--- src/sv/ppmfs_pkg.sv ---
// ppmfs_pkg: shared types and constants for the ppm frame sequencer
// used by every module under sv/ except ppmfs_chan_store; no dependencies of its own

package ppmfs_pkg;

    localparam int APB_ADDR_W = 5;
    localparam int APB_DATA_W = 32;

    // register map, one word per register
    typedef enum logic [2:0] {
        REG_NUM_CHANNELS  = 3'd0,
        REG_PPM_DISABLE   = 3'd1,
        REG_PWM_DISABLE   = 3'd2,
        REG_PULSE_LEN     = 3'd3,
        REG_FRAME_LEN     = 3'd4,
        REG_SYNC_FLOOR_US = 3'd5,
        REG_TICK_SCALE    = 3'd6
    } reg_idx_t;

    localparam logic [4:0]  RST_NUM_CHANNELS  = 5'd8;
    localparam logic        RST_PPM_DISABLE   = 1'b0;
    localparam logic        RST_PWM_DISABLE   = 1'b1;
    localparam logic [15:0] RST_PULSE_LEN     = 16'd600;
    localparam logic [15:0] RST_FRAME_LEN     = 16'd40000;
    localparam logic [14:0] RST_SYNC_FLOOR_US = 15'd3000;
    localparam logic [1:0]  RST_TICK_SCALE    = 2'd2;

    // channel slots from this index up never carry a pulse
    localparam int PULSED_CHANNELS = 8;

    localparam logic [15:0] NO_PULSE = 16'd65535;

    // piecewise raw value to microseconds map
    localparam logic [15:0] MAP_LOW_LIMIT  = 16'd12;
    localparam logic [15:0] MAP_MID_LIMIT  = 16'd1012;
    localparam logic [15:0] MAP_HIGH_LIMIT = 16'd1024;
    localparam logic [11:0] MAP_LOW_BASE   = 12'd808;
    localparam logic [11:0] MAP_MID_OFFSET = 12'd988;
    localparam logic [9:0]  MAP_HIGH_REF   = 10'd1011;
    localparam logic [11:0] MAP_HIGH_BASE  = 12'd2000;
    localparam logic [11:0] MAP_TOP        = 12'd2192;

    typedef struct packed {
        logic [4:0]  num_channels;
        logic        ppm_disable;
        logic        pwm_disable;
        logic [15:0] pulse_len;
        logic [15:0] frame_len;
        logic [14:0] sync_floor_us;
        logic [1:0]  tick_scale;
    } cfg_t;

    // what one period-end item produces: next state and result fields
    typedef struct packed {
        logic [4:0]  slot_counter;
        logic [15:0] next_period;
        logic [16:0] sync_remaining;
        logic [15:0] compare;
        logic        is_sync;
        logic        pwm_update;
        logic [3:0]  pwm_channel;
    } calc_t;

endpackage

--- src/sv/ppm_frame_sequencer.sv ---
// ppm_frame_sequencer: top level, input register, slot state and result register
// depends on ppmfs_pkg, ppmfs_cfg_regs, ppmfs_chan_store, ppmfs_slot_calc
//
//  channel   handshake                  payload
//  item      item_valid / item_stall    action, channel_index, channel_value
//  result    result_valid / result_stall period_ticks, compare_ticks, slot_index,
//                                        is_sync, pwm_update, pwm_channel
//  config    apb psel/penable/pready    paddr, pwdata, prdata
//
// one item per clock while item_stall is low; a result passes from its item
// through the input register and then the result register.
// a store item gives no result and always completes in its cycle.
// while the result register holds an unaccepted result, a period-end item
// waits in the input register and item_stall is raised.
// reset sets the registers to defaults, clears the channel values and the slot state.

module ppm_frame_sequencer #(
    parameter int MAX_CHANNELS = 16
) (
    input  logic                              clk,
    input  logic                              rst_n,
    input  logic                              psel,
    input  logic                              penable,
    input  logic                              pwrite,
    input  logic [ppmfs_pkg::APB_ADDR_W-1:0]  paddr,
    input  logic [ppmfs_pkg::APB_DATA_W-1:0]  pwdata,
    output logic [ppmfs_pkg::APB_DATA_W-1:0]  prdata,
    output logic                              pready,
    input  logic                              item_valid,
    output logic                              item_stall,
    input  logic                              action,
    input  logic [3:0]                        channel_index,
    input  logic [15:0]                       channel_value,
    output logic                              result_valid,
    input  logic                              result_stall,
    output logic [15:0]                       period_ticks,
    output logic [15:0]                       compare_ticks,
    output logic [4:0]                        slot_index,
    output logic                              is_sync,
    output logic                              pwm_update,
    output logic [3:0]                        pwm_channel
);

    ppmfs_pkg::cfg_t  cfg;
    ppmfs_pkg::calc_t calc;

    logic        s1_valid_reg;
    logic        s1_action_reg;
    logic [3:0]  s1_index_reg;
    logic [15:0] s1_value_reg;
    logic        s1_fire;
    logic        s1_period;
    logic        item_take;

    logic [4:0]  slot_counter_reg;
    logic [15:0] next_period_reg;
    logic [16:0] sync_remaining_reg;
    logic [15:0] raw_value;

    logic        out_valid_reg;
    logic        out_valid_next;
    logic [15:0] out_period_reg;
    logic [15:0] out_compare_reg;
    logic [4:0]  out_slot_reg;
    logic        out_sync_reg;
    logic        out_pwm_update_reg;
    logic [3:0]  out_pwm_channel_reg;

    ppmfs_cfg_regs u_cfg (
        .clk     (clk),
        .rst_n   (rst_n),
        .psel    (psel),
        .penable (penable),
        .pwrite  (pwrite),
        .paddr   (paddr),
        .pwdata  (pwdata),
        .prdata  (prdata),
        .pready  (pready),
        .cfg     (cfg)
    );

    ppmfs_chan_store #(
        .MAX_CHANNELS (MAX_CHANNELS)
    ) u_store (
        .clk        (clk),
        .rst_n      (rst_n),
        .wr_en      (s1_valid_reg && !s1_action_reg),
        .wr_index   (s1_index_reg),
        .wr_value   (s1_value_reg),
        .rd_counter (slot_counter_reg),
        .rd_value   (raw_value)
    );

    ppmfs_slot_calc #(
        .MAX_CHANNELS (MAX_CHANNELS)
    ) u_calc (
        .cfg            (cfg),
        .cur            (slot_counter_reg),
        .raw_value      (raw_value),
        .sync_remaining (sync_remaining_reg),
        .calc           (calc)
    );

    // a period item moves on once the result register is free or being drained
    assign s1_period  = s1_valid_reg && s1_action_reg;
    assign s1_fire    = s1_valid_reg && (!s1_action_reg || !out_valid_reg || !result_stall);
    assign item_stall = s1_valid_reg && !s1_fire;
    assign item_take  = item_valid && !item_stall;

    assign out_valid_next = (s1_fire && s1_action_reg) || (out_valid_reg && result_stall);

    always_ff @(posedge clk or negedge rst_n)
    begin
        if (!rst_n)
        begin
            s1_valid_reg <= 1'b0;
        end
        else if (item_take)
        begin
            s1_valid_reg <= 1'b1;
        end
        else if (s1_fire)
        begin
            s1_valid_reg <= 1'b0;
        end
    end

    always_ff @(posedge clk)
    begin
        if (item_take)
        begin
            s1_action_reg <= action;
            s1_index_reg  <= channel_index;
            s1_value_reg  <= channel_value;
        end
    end

    always_ff @(posedge clk or negedge rst_n)
    begin
        if (!rst_n)
        begin
            slot_counter_reg   <= 5'd0;
            next_period_reg    <= ppmfs_pkg::RST_FRAME_LEN;
            sync_remaining_reg <= {1'b0, ppmfs_pkg::RST_FRAME_LEN};
            out_valid_reg      <= 1'b0;
        end
        else
        begin
            out_valid_reg <= out_valid_next;
            if (s1_fire && s1_action_reg)
            begin
                slot_counter_reg   <= calc.slot_counter;
                next_period_reg    <= calc.next_period;
                sync_remaining_reg <= calc.sync_remaining;
            end
        end
    end

    always_ff @(posedge clk)
    begin
        if (s1_fire && s1_action_reg)
        begin
            out_period_reg      <= next_period_reg;
            out_compare_reg     <= calc.compare;
            out_slot_reg        <= slot_counter_reg;
            out_sync_reg        <= calc.is_sync;
            out_pwm_update_reg  <= calc.pwm_update;
            out_pwm_channel_reg <= calc.pwm_channel;
        end
    end

    assign result_valid  = out_valid_reg;
    assign period_ticks  = out_period_reg;
    assign compare_ticks = out_compare_reg;
    assign slot_index    = out_slot_reg;
    assign is_sync       = out_sync_reg;
    assign pwm_update    = out_pwm_update_reg;
    assign pwm_channel   = out_pwm_channel_reg;

`ifndef SYNTHESIS
    // the slot counter never runs past the channel count
    a_counter_bound: assert property (@(posedge clk) disable iff (!rst_n)
        32'(slot_counter_reg) <= MAX_CHANNELS)
        else $error("slot counter past channel count");

    // a fresh result only comes from a period item leaving the input register
    a_result_source: assert property (@(posedge clk) disable iff (!rst_n)
        $rose(out_valid_reg) |-> $past(s1_period && s1_fire))
        else $error("result without period item");

    // the reported period is the one computed at the previous event
    a_period_loaded: assert property (@(posedge clk) disable iff (!rst_n)
        (s1_period && s1_fire) |=> (out_period_reg == $past(next_period_reg)))
        else $error("reported period mismatch");

    // a sync slot restarts the frame
    a_sync_restart: assert property (@(posedge clk) disable iff (!rst_n)
        (s1_period && s1_fire && calc.is_sync) |=> (slot_counter_reg == 5'd0))
        else $error("frame did not restart after sync");
`endif

endmodule

--- src/sv/ppmfs_cfg_regs.sv ---
// ppmfs_cfg_regs: apb register file for the sequencer settings
// depends on ppmfs_pkg (register map, reset values, cfg_t)

module ppmfs_cfg_regs (
    input  logic                              clk,
    input  logic                              rst_n,
    input  logic                              psel,
    input  logic                              penable,
    input  logic                              pwrite,
    input  logic [ppmfs_pkg::APB_ADDR_W-1:0]  paddr,
    input  logic [ppmfs_pkg::APB_DATA_W-1:0]  pwdata,
    output logic [ppmfs_pkg::APB_DATA_W-1:0]  prdata,
    output logic                              pready,
    output ppmfs_pkg::cfg_t                   cfg
);

    ppmfs_pkg::cfg_t   cfg_reg;
    ppmfs_pkg::cfg_t   cfg_next;
    ppmfs_pkg::reg_idx_t reg_sel;
    logic              wr_en;

    assign pready  = 1'b1;
    assign wr_en   = psel && penable && pwrite;
    assign reg_sel = ppmfs_pkg::reg_idx_t'(paddr[4:2]);
    assign cfg     = cfg_reg;

    always_comb
    begin
        cfg_next = cfg_reg;
        if (wr_en)
        begin
            unique case (reg_sel)
                ppmfs_pkg::REG_NUM_CHANNELS:  cfg_next.num_channels  = pwdata[4:0];
                ppmfs_pkg::REG_PPM_DISABLE:   cfg_next.ppm_disable   = pwdata[0];
                ppmfs_pkg::REG_PWM_DISABLE:   cfg_next.pwm_disable   = pwdata[0];
                ppmfs_pkg::REG_PULSE_LEN:     cfg_next.pulse_len     = pwdata[15:0];
                ppmfs_pkg::REG_FRAME_LEN:     cfg_next.frame_len     = pwdata[15:0];
                ppmfs_pkg::REG_SYNC_FLOOR_US: cfg_next.sync_floor_us = pwdata[14:0];
                ppmfs_pkg::REG_TICK_SCALE:    cfg_next.tick_scale    = pwdata[1:0];
                default:                      cfg_next = cfg_reg;
            endcase
        end
    end

    always_comb
    begin
        unique case (reg_sel)
            ppmfs_pkg::REG_NUM_CHANNELS:  prdata = {27'd0, cfg_reg.num_channels};
            ppmfs_pkg::REG_PPM_DISABLE:   prdata = {31'd0, cfg_reg.ppm_disable};
            ppmfs_pkg::REG_PWM_DISABLE:   prdata = {31'd0, cfg_reg.pwm_disable};
            ppmfs_pkg::REG_PULSE_LEN:     prdata = {16'd0, cfg_reg.pulse_len};
            ppmfs_pkg::REG_FRAME_LEN:     prdata = {16'd0, cfg_reg.frame_len};
            ppmfs_pkg::REG_SYNC_FLOOR_US: prdata = {17'd0, cfg_reg.sync_floor_us};
            ppmfs_pkg::REG_TICK_SCALE:    prdata = {30'd0, cfg_reg.tick_scale};
            default:                      prdata = '0;
        endcase
    end

    always_ff @(posedge clk or negedge rst_n)
    begin
        if (!rst_n)
        begin
            cfg_reg.num_channels  <= ppmfs_pkg::RST_NUM_CHANNELS;
            cfg_reg.ppm_disable   <= ppmfs_pkg::RST_PPM_DISABLE;
            cfg_reg.pwm_disable   <= ppmfs_pkg::RST_PWM_DISABLE;
            cfg_reg.pulse_len     <= ppmfs_pkg::RST_PULSE_LEN;
            cfg_reg.frame_len     <= ppmfs_pkg::RST_FRAME_LEN;
            cfg_reg.sync_floor_us <= ppmfs_pkg::RST_SYNC_FLOOR_US;
            cfg_reg.tick_scale    <= ppmfs_pkg::RST_TICK_SCALE;
        end
        else
        begin
            cfg_reg <= cfg_next;
        end
    end

endmodule

--- src/sv/ppmfs_chan_store.sv ---
// ppmfs_chan_store: raw value per channel, one write port and one read port
// depends on nothing but its parameter; entries reset to zero

module ppmfs_chan_store #(
    parameter int MAX_CHANNELS = 16
) (
    input  logic        clk,
    input  logic        rst_n,
    input  logic        wr_en,
    input  logic [3:0]  wr_index,
    input  logic [15:0] wr_value,
    input  logic [4:0]  rd_counter,
    output logic [15:0] rd_value
);

    localparam int IDX_W = (MAX_CHANNELS > 1) ? $clog2(MAX_CHANNELS) : 1;

    logic [15:0]        value_reg [MAX_CHANNELS];
    logic [IDX_W+3:0]   wr_wide;
    logic [IDX_W+4:0]   rd_wide;
    logic [IDX_W-1:0]   wr_slot;
    logic [IDX_W-1:0]   rd_slot;
    logic               wr_in_range;

    assign wr_wide     = {{IDX_W{1'b0}}, wr_index};
    assign rd_wide     = {{IDX_W{1'b0}}, rd_counter};
    assign wr_slot     = wr_wide[IDX_W-1:0];
    assign rd_slot     = rd_wide[IDX_W-1:0];
    // indexes past the channel count are dropped
    assign wr_in_range = 32'(wr_index) < MAX_CHANNELS;
    assign rd_value    = value_reg[rd_slot];

    always_ff @(posedge clk or negedge rst_n)
    begin
        if (!rst_n)
        begin
            for (int i = 0; i < MAX_CHANNELS; i++)
            begin
                value_reg[i] <= '0;
            end
        end
        else if (wr_en && wr_in_range)
        begin
            value_reg[wr_slot] <= wr_value;
        end
    end

endmodule

--- src/sv/ppmfs_slot_calc.sv ---
// ppmfs_slot_calc: next slot period, compare point, sync bookkeeping and pwm select
// depends on ppmfs_pkg (cfg_t, calc_t, map constants); purely combinational

module ppmfs_slot_calc #(
    parameter int MAX_CHANNELS = 16
) (
    input  ppmfs_pkg::cfg_t  cfg,
    input  logic [4:0]       cur,
    input  logic [15:0]      raw_value,
    input  logic [16:0]      sync_remaining,
    output ppmfs_pkg::calc_t calc
);

    localparam logic [5:0] MAX_CH6 = 6'(MAX_CHANNELS);

    logic [5:0]  eff_count;
    logic        is_channel;
    logic [9:0]  high_off;
    logic [11:0] us_val;
    logic [15:0] slot;
    logic [16:0] floor_val;
    logic [17:0] rem;
    logic        below_floor;
    logic [15:0] sync_period;
    logic [15:0] cmp_period;
    logic [15:0] cmp_val;
    logic        pulsed;

    assign eff_count  = ({1'b0, cfg.num_channels} > MAX_CH6) ? MAX_CH6
                                                             : {1'b0, cfg.num_channels};
    assign is_channel = {1'b0, cur} < eff_count;
    assign high_off   = raw_value[9:0] - ppmfs_pkg::MAP_HIGH_REF;

    always_comb
    begin
        if (raw_value < ppmfs_pkg::MAP_LOW_LIMIT)
            us_val = ppmfs_pkg::MAP_LOW_BASE + {4'd0, raw_value[3:0], 4'd0};
        else if (raw_value < ppmfs_pkg::MAP_MID_LIMIT)
            us_val = ppmfs_pkg::MAP_MID_OFFSET + {2'd0, raw_value[9:0]};
        else if (raw_value < ppmfs_pkg::MAP_HIGH_LIMIT)
            us_val = ppmfs_pkg::MAP_HIGH_BASE + {4'd0, high_off[3:0], 4'd0};
        else
            us_val = ppmfs_pkg::MAP_TOP;
    end

    assign slot      = 16'(us_val * cfg.tick_scale);
    assign floor_val = 17'(cfg.sync_floor_us * cfg.tick_scale);

    // signed remainder; sign bit set means it went below zero
    assign rem         = {1'b0, sync_remaining} - {2'b00, slot};
    assign below_floor = rem[17] || (rem[16:0] < floor_val);

    assign sync_period = sync_remaining[16] ? 16'hFFFF : sync_remaining[15:0];
    assign cmp_period  = is_channel ? slot : sync_period;
    assign cmp_val     = (cmp_period < cfg.pulse_len) ? 16'd0 : cmp_period - cfg.pulse_len;
    assign pulsed      = !is_channel || (32'(cur) < ppmfs_pkg::PULSED_CHANNELS);

    always_comb
    begin
        calc.compare = (cfg.ppm_disable || !pulsed) ? ppmfs_pkg::NO_PULSE : cmp_val;
        calc.is_sync = !is_channel;
        if (is_channel)
        begin
            calc.slot_counter   = cur + 5'd1;
            calc.next_period    = slot;
            calc.sync_remaining = below_floor ? floor_val : rem[16:0];
        end
        else
        begin
            calc.slot_counter   = 5'd0;
            calc.next_period    = sync_period;
            calc.sync_remaining = {1'b0, cfg.frame_len};
        end
        // first slot of the frame leaves the pwm outputs alone
        if (!cfg.pwm_disable && (cur != 5'd0))
        begin
            calc.pwm_update  = 1'b1;
            calc.pwm_channel = 4'(cur - 5'd1);
        end
        else
        begin
            calc.pwm_update  = 1'b0;
            calc.pwm_channel = 4'd0;
        end
    end

endmodule
--- config.mk ---
export PLATFORM = sky130hd
export DESIGN_NAME = ppm_frame_sequencer
export DESIGN_NICKNAME = d
export VERILOG_FILES = /design/src/sv/ppmfs_pkg.sv /design/src/sv/ppm_frame_sequencer.sv /design/src/sv/ppmfs_cfg_regs.sv /design/src/sv/ppmfs_chan_store.sv /design/src/sv/ppmfs_slot_calc.sv
export SDC_FILE = /design/constraint.sdc
export NUM_CORES = 1
export LEC_CHECK = 0
export CORE_MARGIN = 2
export CORE_UTILIZATION = 60
export CTS_BUF_LIST = sky130_fd_sc_hd__clkbuf_8
export DETAILED_ROUTE_END_ITERATION = 12
export DONT_BUFFER_PORTS = 1
export PLACE_DENSITY = 0.76
export SYNTH_ARGS = -nofsm -noshare
export SYNTH_HDL_FRONTEND = slang
export SYNTH_HIERARCHICAL = 1
export SYNTH_SLANG_ARGS = --single-unit
--- constraint.sdc ---
create_clock -name clk -period 9.4 [get_ports clk]
set_clock_uncertainty 0.05 [all_clocks]
set_input_delay 1.88 -clock clk [delete_from_list [all_inputs] [get_ports clk]]
set_output_delay 1.88 -clock clk [all_outputs]
set_load 0.005 [all_outputs]
== Word level (Yosys, flattened, before mapping) ==
Index checks and enable logic that the tools add are counted.
W data, S select, Z words.

* Register bits: 416
* Bits in latches: 0
* Memory bits (writable): 0
* ROM bits: 0
* Bits of input ports: 65
* Logic and storage cells: 119
* Memories kept: 0

* $add $sub $neg: 8
* Multipliers: 2
* Div/mod/pow operators: 0
* $lt $le $gt $ge: 11
* Equality and inequality tests: 6
* Shift-type cells: 0
* Muxes and demuxes: 19
* Bitwise gates (word level): 2
* Reductions and logical operators: 34

{| class="wikitable"
|+ Operators by type and width
! operator !! number
|-
| $bwmux W256 || 1
|-
| $pmux W16 S7 || 1
|-
| $mux W16 || 6
|-
| $bmux W16 S4 || 1
|-
| $demux W16 S4 || 1
|-
| $mux W38 || 1
|-
| $mux W12 || 3
|-
| $sub A17 B14 Y18 || 1
|-
| $lt A17 B17 Y1 || 1
|-
| $mul A15 B2 Y17 || 1
|-
| $mux W17 || 1
|-
| $lt A16 B10 Y1 const B || 1
|-
| $lt A16 B11 Y1 const B || 1
|-
| $lt A16 B16 Y1 || 1
|-
| $lt A16 B4 Y1 const B || 1
|-
| $sub A16 B16 Y16 || 1
|-
| $mul A12 B2 Y14 || 1
|-
| $reduce_and A2 Y1 || 7
|-
| $add A11 B8 Y12 const A || 1
|-
| $add A10 B10 Y11 const A || 1
|-
| $add A10 B8 Y11 const A || 1
|-
| $ge A5 B5 Y1 const B || 2
|-
| $logic_and A1 B1 Y1 || 10
|-
| $mux W5 || 2
|-
| 17 further kinds || 34
|}

== Longest topological paths before layout ==
* Word-level depth: 15
* Mapped depth: 39
* Gate-level depth less buffers: 36

== Hierarchy ==
The synthesis kept the hierarchy.

{| class="wikitable"
|+ Modules (own cells, without submodules)
! module !! times used !! cells each !! area each (um^2)
|-
| ppmfs_chan_store || 1 || 712 || 11,606.1
|-
| ppmfs_slot_calc || 1 || 708 || 4,835.9
|-
| ppm_frame_sequencer || 1 || 155 || 3,449.6
|-
| ppmfs_cfg_regs || 1 || 214 || 2,762.6
|}

== Worst setup path after synthesis ==
No wires, ideal clock.

* Path type: register to register
* Start: reg slot_counter_reg[0]
* End: reg sync_remaining_reg[13]
* Arrival: 8.060 ns
* Required time: 9.225 ns
* Slack: 1.165 ns
* Cell stages (with the launch flop): 35
* Buffers on the path: 3
* Period minus slack after synthesis: 8.235 ns
* Path through: dfrtp_1 > buf_2 > buf_2 > mux4_2 > a22oi_1 > nand2_1 > or4_4 > or4_4 > and2_4 > and3_2 > nand2_1 > inv_1 > ha_1 > a21o_1 > a21o_1 > a2111oi_2 > o31ai_1 > o31ai_1 > xor2_1 > ha_1 > a21oi_1 > o21ai_0 > a2111oi_0 > a2111oi_0 > o211ai_1 > ha_1 > nand4_1 > nor3_1 > o2111ai_1 > a221oi_1 > o21a_1 > buf_2 > a21o_1 > a31oi_1 > mux2_2

{| class="wikitable"
|+ RTL lines
! item !! line !! text
|-
| start: declaration || ppm_frame_sequencer.sv:55 || <nowiki>logic [4:0] slot_counter_reg;</nowiki>
|-
| start signal: assignment || ppm_frame_sequencer.sv:152 || <nowiki>slot_counter_reg <= calc.slot_counter;</nowiki>
|-
| end signal: assignment || ppm_frame_sequencer.sv:144 || <nowiki>sync_remaining_reg <= {1'b0, ppmfs_pkg::RST_FRAME_LEN};</nowiki>
|-
| end signal: assignment || ppm_frame_sequencer.sv:154 || <nowiki>sync_remaining_reg <= calc.sync_remaining;</nowiki>
|-
| end: declaration || ppm_frame_sequencer.sv:57 || <nowiki>logic [16:0] sync_remaining_reg;</nowiki>
|}

==> summary.txt <==
Yosys
  – Syn avg cell area: around 13 sq um
  – Top post-synthesis cells by area: dfrtp_1, mux2_2, edfxtp_1
  – Top_reg_cell synth: dfrtp_1
  – Synth cell types: 87
  – Cell taking the most area after synthesis: dfrtp_1
  – Register bit total from synthesis: ~420
  – Number of synthesized flops with an enable pin: 64
  – Post-synthesis sequential area ratio: 47.5%
  – Mapped cell area: ~23,000 sq um
  – Yosys top cell area share: 35.7%
  – Post-Syn Instances: 1,789
  – Synth warnings: 6
  – Synth async-reset ratio: between 80% and 90%

Critical path
  – Worst r2r dst: sync_remaining_reg[0]$_DFFE_PN0P_
  – Reg2reg setup slack: around 0.59 ns
  – Worst EP arrival: between 9 and 10 ns
  – Req. time, crit path: 9.92 ns
  – CP Max Fanout: 18
  – Critical path endpoint category: flip-flop
  – Origin of the worst setup path: slot_counter_reg[0]$_DFFE_PN0P_
  – Setup CP Type: flip-flop to flip-flop
  – Slowest-stage cell, CP: or4_4
  – Worst reg-to-reg path cell count: 33
  – Reg2reg start: slot_counter_reg[0]$_DFFE_PN0P_
  – Startpoint Class: flip-flop
  – CP max stage delay: 0.55 ns
  – Crit path to: sync_remaining_reg[0]$_DFFE_PN0P_

Cells and area
  – Post-route cell area: between 20,000 and 25,000 sq um
  – Layout Nets: between 1.5k and 2k
  – Share of layout cells above drive strength 1: between 30% and 40%
  – P&R area growth vs syn: 8.73%
  – Max FFs per register: about 260
  – Final Non-Filler Cells: approximately 2.4k

Global routing
  – Vias in the first global route: about 15k
  – First-pass GRT wire length: ~83 mm
  – Initial antenna violation count: 2
  – GRT Util Overall: between 20% and 30%
  – Gr ovfl total: 0
  – Largest net degree at the start of global routing: 353

Die
  – Top Ports: around 140
  – DIE HEIGHT: between 150 and 200 um
  – Die Area: a little under 40,000 sq um
  – Starting Density: approximately 61%
  – Core outline area: ~37,000 sq um
  – Die Wd: 198 um
  – # rows: 71

Detailed routing
  – Routed len/inst: about 22 um
  – Total number of vias: 14.7k
  – DRT Wirelength: ~53 mm
  – First-iteration detailed-routing DRC count: about 850
  – DR vias/cell: just over 6
  – DRT antenna net count: 0
  – Drt first pass iters: 5
  – DRC Markers: 0

Clock tree
  – Setup bufs post-CTS: 0
  – CTS Root Cell: clkbuf_8
  – Clk pin slew, worst setup/hold paths: about 0.060 ns
  – Clock Latency Late Sink: 0.64 ns
  – CTS Buf Count: roughly 70
  – CTS tree: done
  – H-tree Lvls: 3
  – Clock sinks: approximately 420
  – Clock Path Buffers: 3

Timing
  – Hold Vio Cnt, Final: 0
  – Part of the cycle the worst path needs: a little over nine tenths
  – Final TNS setup: 0 ns
  – RSZ-0062 raised after global routing: false
  – Min Tclk post-route: between 8 and 9 ns
  – Worst-Margin Slew: between 1 and 1.5 ns
  – Achievable Freq: roughly 0.11 GHz
  – Final setup vio count: 0
  – Hold Worst Slack: 0.395 ns
  – Slew Viols, Final: 0
  – Slew HR: 23.5%

Worst hold path
  – Hold WC Path Type: flip-flop to flip-flop
  – Worst Hold Launch: next_period_reg[2]$_DFFE_PN0P_

Place
  – DP HPWL: around 35 mm
  – # port buffers: 0
  – Placer congestion estimate: between 0.9 and 1
  – Post-place instance area: 23,300 sq um
  – Placed cell count: between 2k and 2.5k

Run status
  – Outcome: completed

Run
  – Max Cap Viol: 0

Pwr
  – Pwr Density: 336 nW/um^2
  – Leak: 10.9 nW
  – VDD IR max: between 0.0002 and 0.00025 V
-- cells in the mapped netlist, types with 5 or more instances --
cell and count:
o21bai_1 7, nand2_1 68, nor3_2 6, nor2b_1 17
xnor2_1 36, inv_1 48, nor3_1 19, o21ai_0 86
mux2i_1 15, o21a_1 13, edfxtp_1 64, mux2_2 329
a21o_1 24, nor2_1 61, buf_6 8, dfstp_2 29
or3_1 6, mux2_4 15, xor2_1 23, nor2_2 7
o31ai_1 5, buf_4 25, a31oi_1 16, a21oi_1 49
dfrtp_1 323, mux4_2 64, and3_1 6, clkbuf_1 44
and2_1 55, nand4_1 7, nand2b_1 13, ha_1 86
o211ai_1 12, nand3b_1 5, nand3_1 27, a22oi_1 33
mux2_1 9, a211oi_1 8, buf_2 33
-- worst max-delay path, delay by kind of cell, from the launching register on --
family	cells	cell delay [ns]
multiplexers	2	0.69
XOR/XNOR	1	0.27
adder cells (fa/ha/maj)	3	0.82
buffers and inverters	4	0.71
AND/OR/NAND/NOR	11	2.87
flip-flops	1	0.51
AO/OA/AOI/OAI	12	2.82
-- layer usage --
| layer | vias up | GRT usage [%] | wire, um |
|---|---|---|---|
| met5 | - | 0 | 0 |
| met1 | 7512 | 32.4 | 20900 |
| met4 | 0 | 13.2 | 2230 |
| met3 | 128 | 4.94 | 2180 |
| li1 | 6673 | - | - |
| met2 | 384 | 49.7 | 27500 |
-- area by class of cell --
type                    instances  area (sq um)
repair buffers                 68           543
multi-input cells            1226         11100
well taps                     511           639
fillers                      2803         12800
clock buffers                  76          1050
flip-flops and latches        416         10800
clock inverters                53           298
inverters                      49           184
diodes                          2          5.00
-- worst min path at each step --
| stage | endpoint | slack, ns | cells past startpoint |
|---|---|---|---|
| 3_5_place_dp | period_ticks[13]$_DFFE_PP_ | 0.38 | 0 |
| 5_1_grt | period_ticks[14]$_DFFE_PP_ | 0.40 | 0 |
| 6_report | period_ticks[2]$_DFFE_PP_ | 0.39 | 0 |
| 4_1_cts | period_ticks[2]$_DFFE_PP_ | 0.39 | 0 |
| 3_3_place_gp | period_ticks[13]$_DFFE_PP_ | 0.38 | 0 |
| 2_1_floorplan | period_ticks[13]$_DFFE_PP_ | 0.37 | 0 |
-- kinds of logic (layout without fill, tap and decap cells) --
logic type	after synthesis	in the layout	share of synthesized area, %
AOI/OAI and AO/OA	299	299	8.62
xor gates and xnor gates	59	59	2.28
adders and majority gates	90	90	5.10
buffers and inverters	162	246	3.62
DFF	416	416	47.5
muxes	432	432	24.8
other	2	19	0.0332
and+or+nand+nor	329	329	8.00
-- repair_timing --
item                                   4_1_cts  5_1_grt
setup endpoints to repair                    0       17
endpoints found under the hold margin        0        0
gates resized for setup                      0        5
hold buffers                                 0        0
-- through the flow --
step / utilization (%) / total power [mW] / worst slack, ns
after floorplan: - / 5.58 / 1.17
after CTS: 65.8 / 8.29 / 0.442
final: 65.9 / 8.29 / 0.586
after global routing: 65.8 / 8.91 / 0.0625
after global placement: 62.2 / 6.56 / 0.606
after detailed placement: 62.2 / 6.70 / 0.502
-- power by group --
group          switching (mW)  internal [mW]  leakage (nW)
clock                   0.735          0.808         0.823
combinational            2.18           1.96          5.01
sequential              0.299           2.31          5.04
total                    3.21           5.08          10.9
-- cells in the final DEF (no fill, tap or decap), drive strengths merged, types with 57 or more instances in the layout --
cell | Yosys | routed
mux2 | 353 | 353
dfrtp | 323 | 323
o21ai | 90 | 90
inv | 49 | 87
ha | 86 | 86
clkbuf | 44 | 76
nand2 | 68 | 68
buf | 69 | 68
nor2 | 68 | 68
edfxtp | 64 | 64
mux4 | 64 | 64
and2 | 57 | 57
Power figures use the tool's default switching activity.
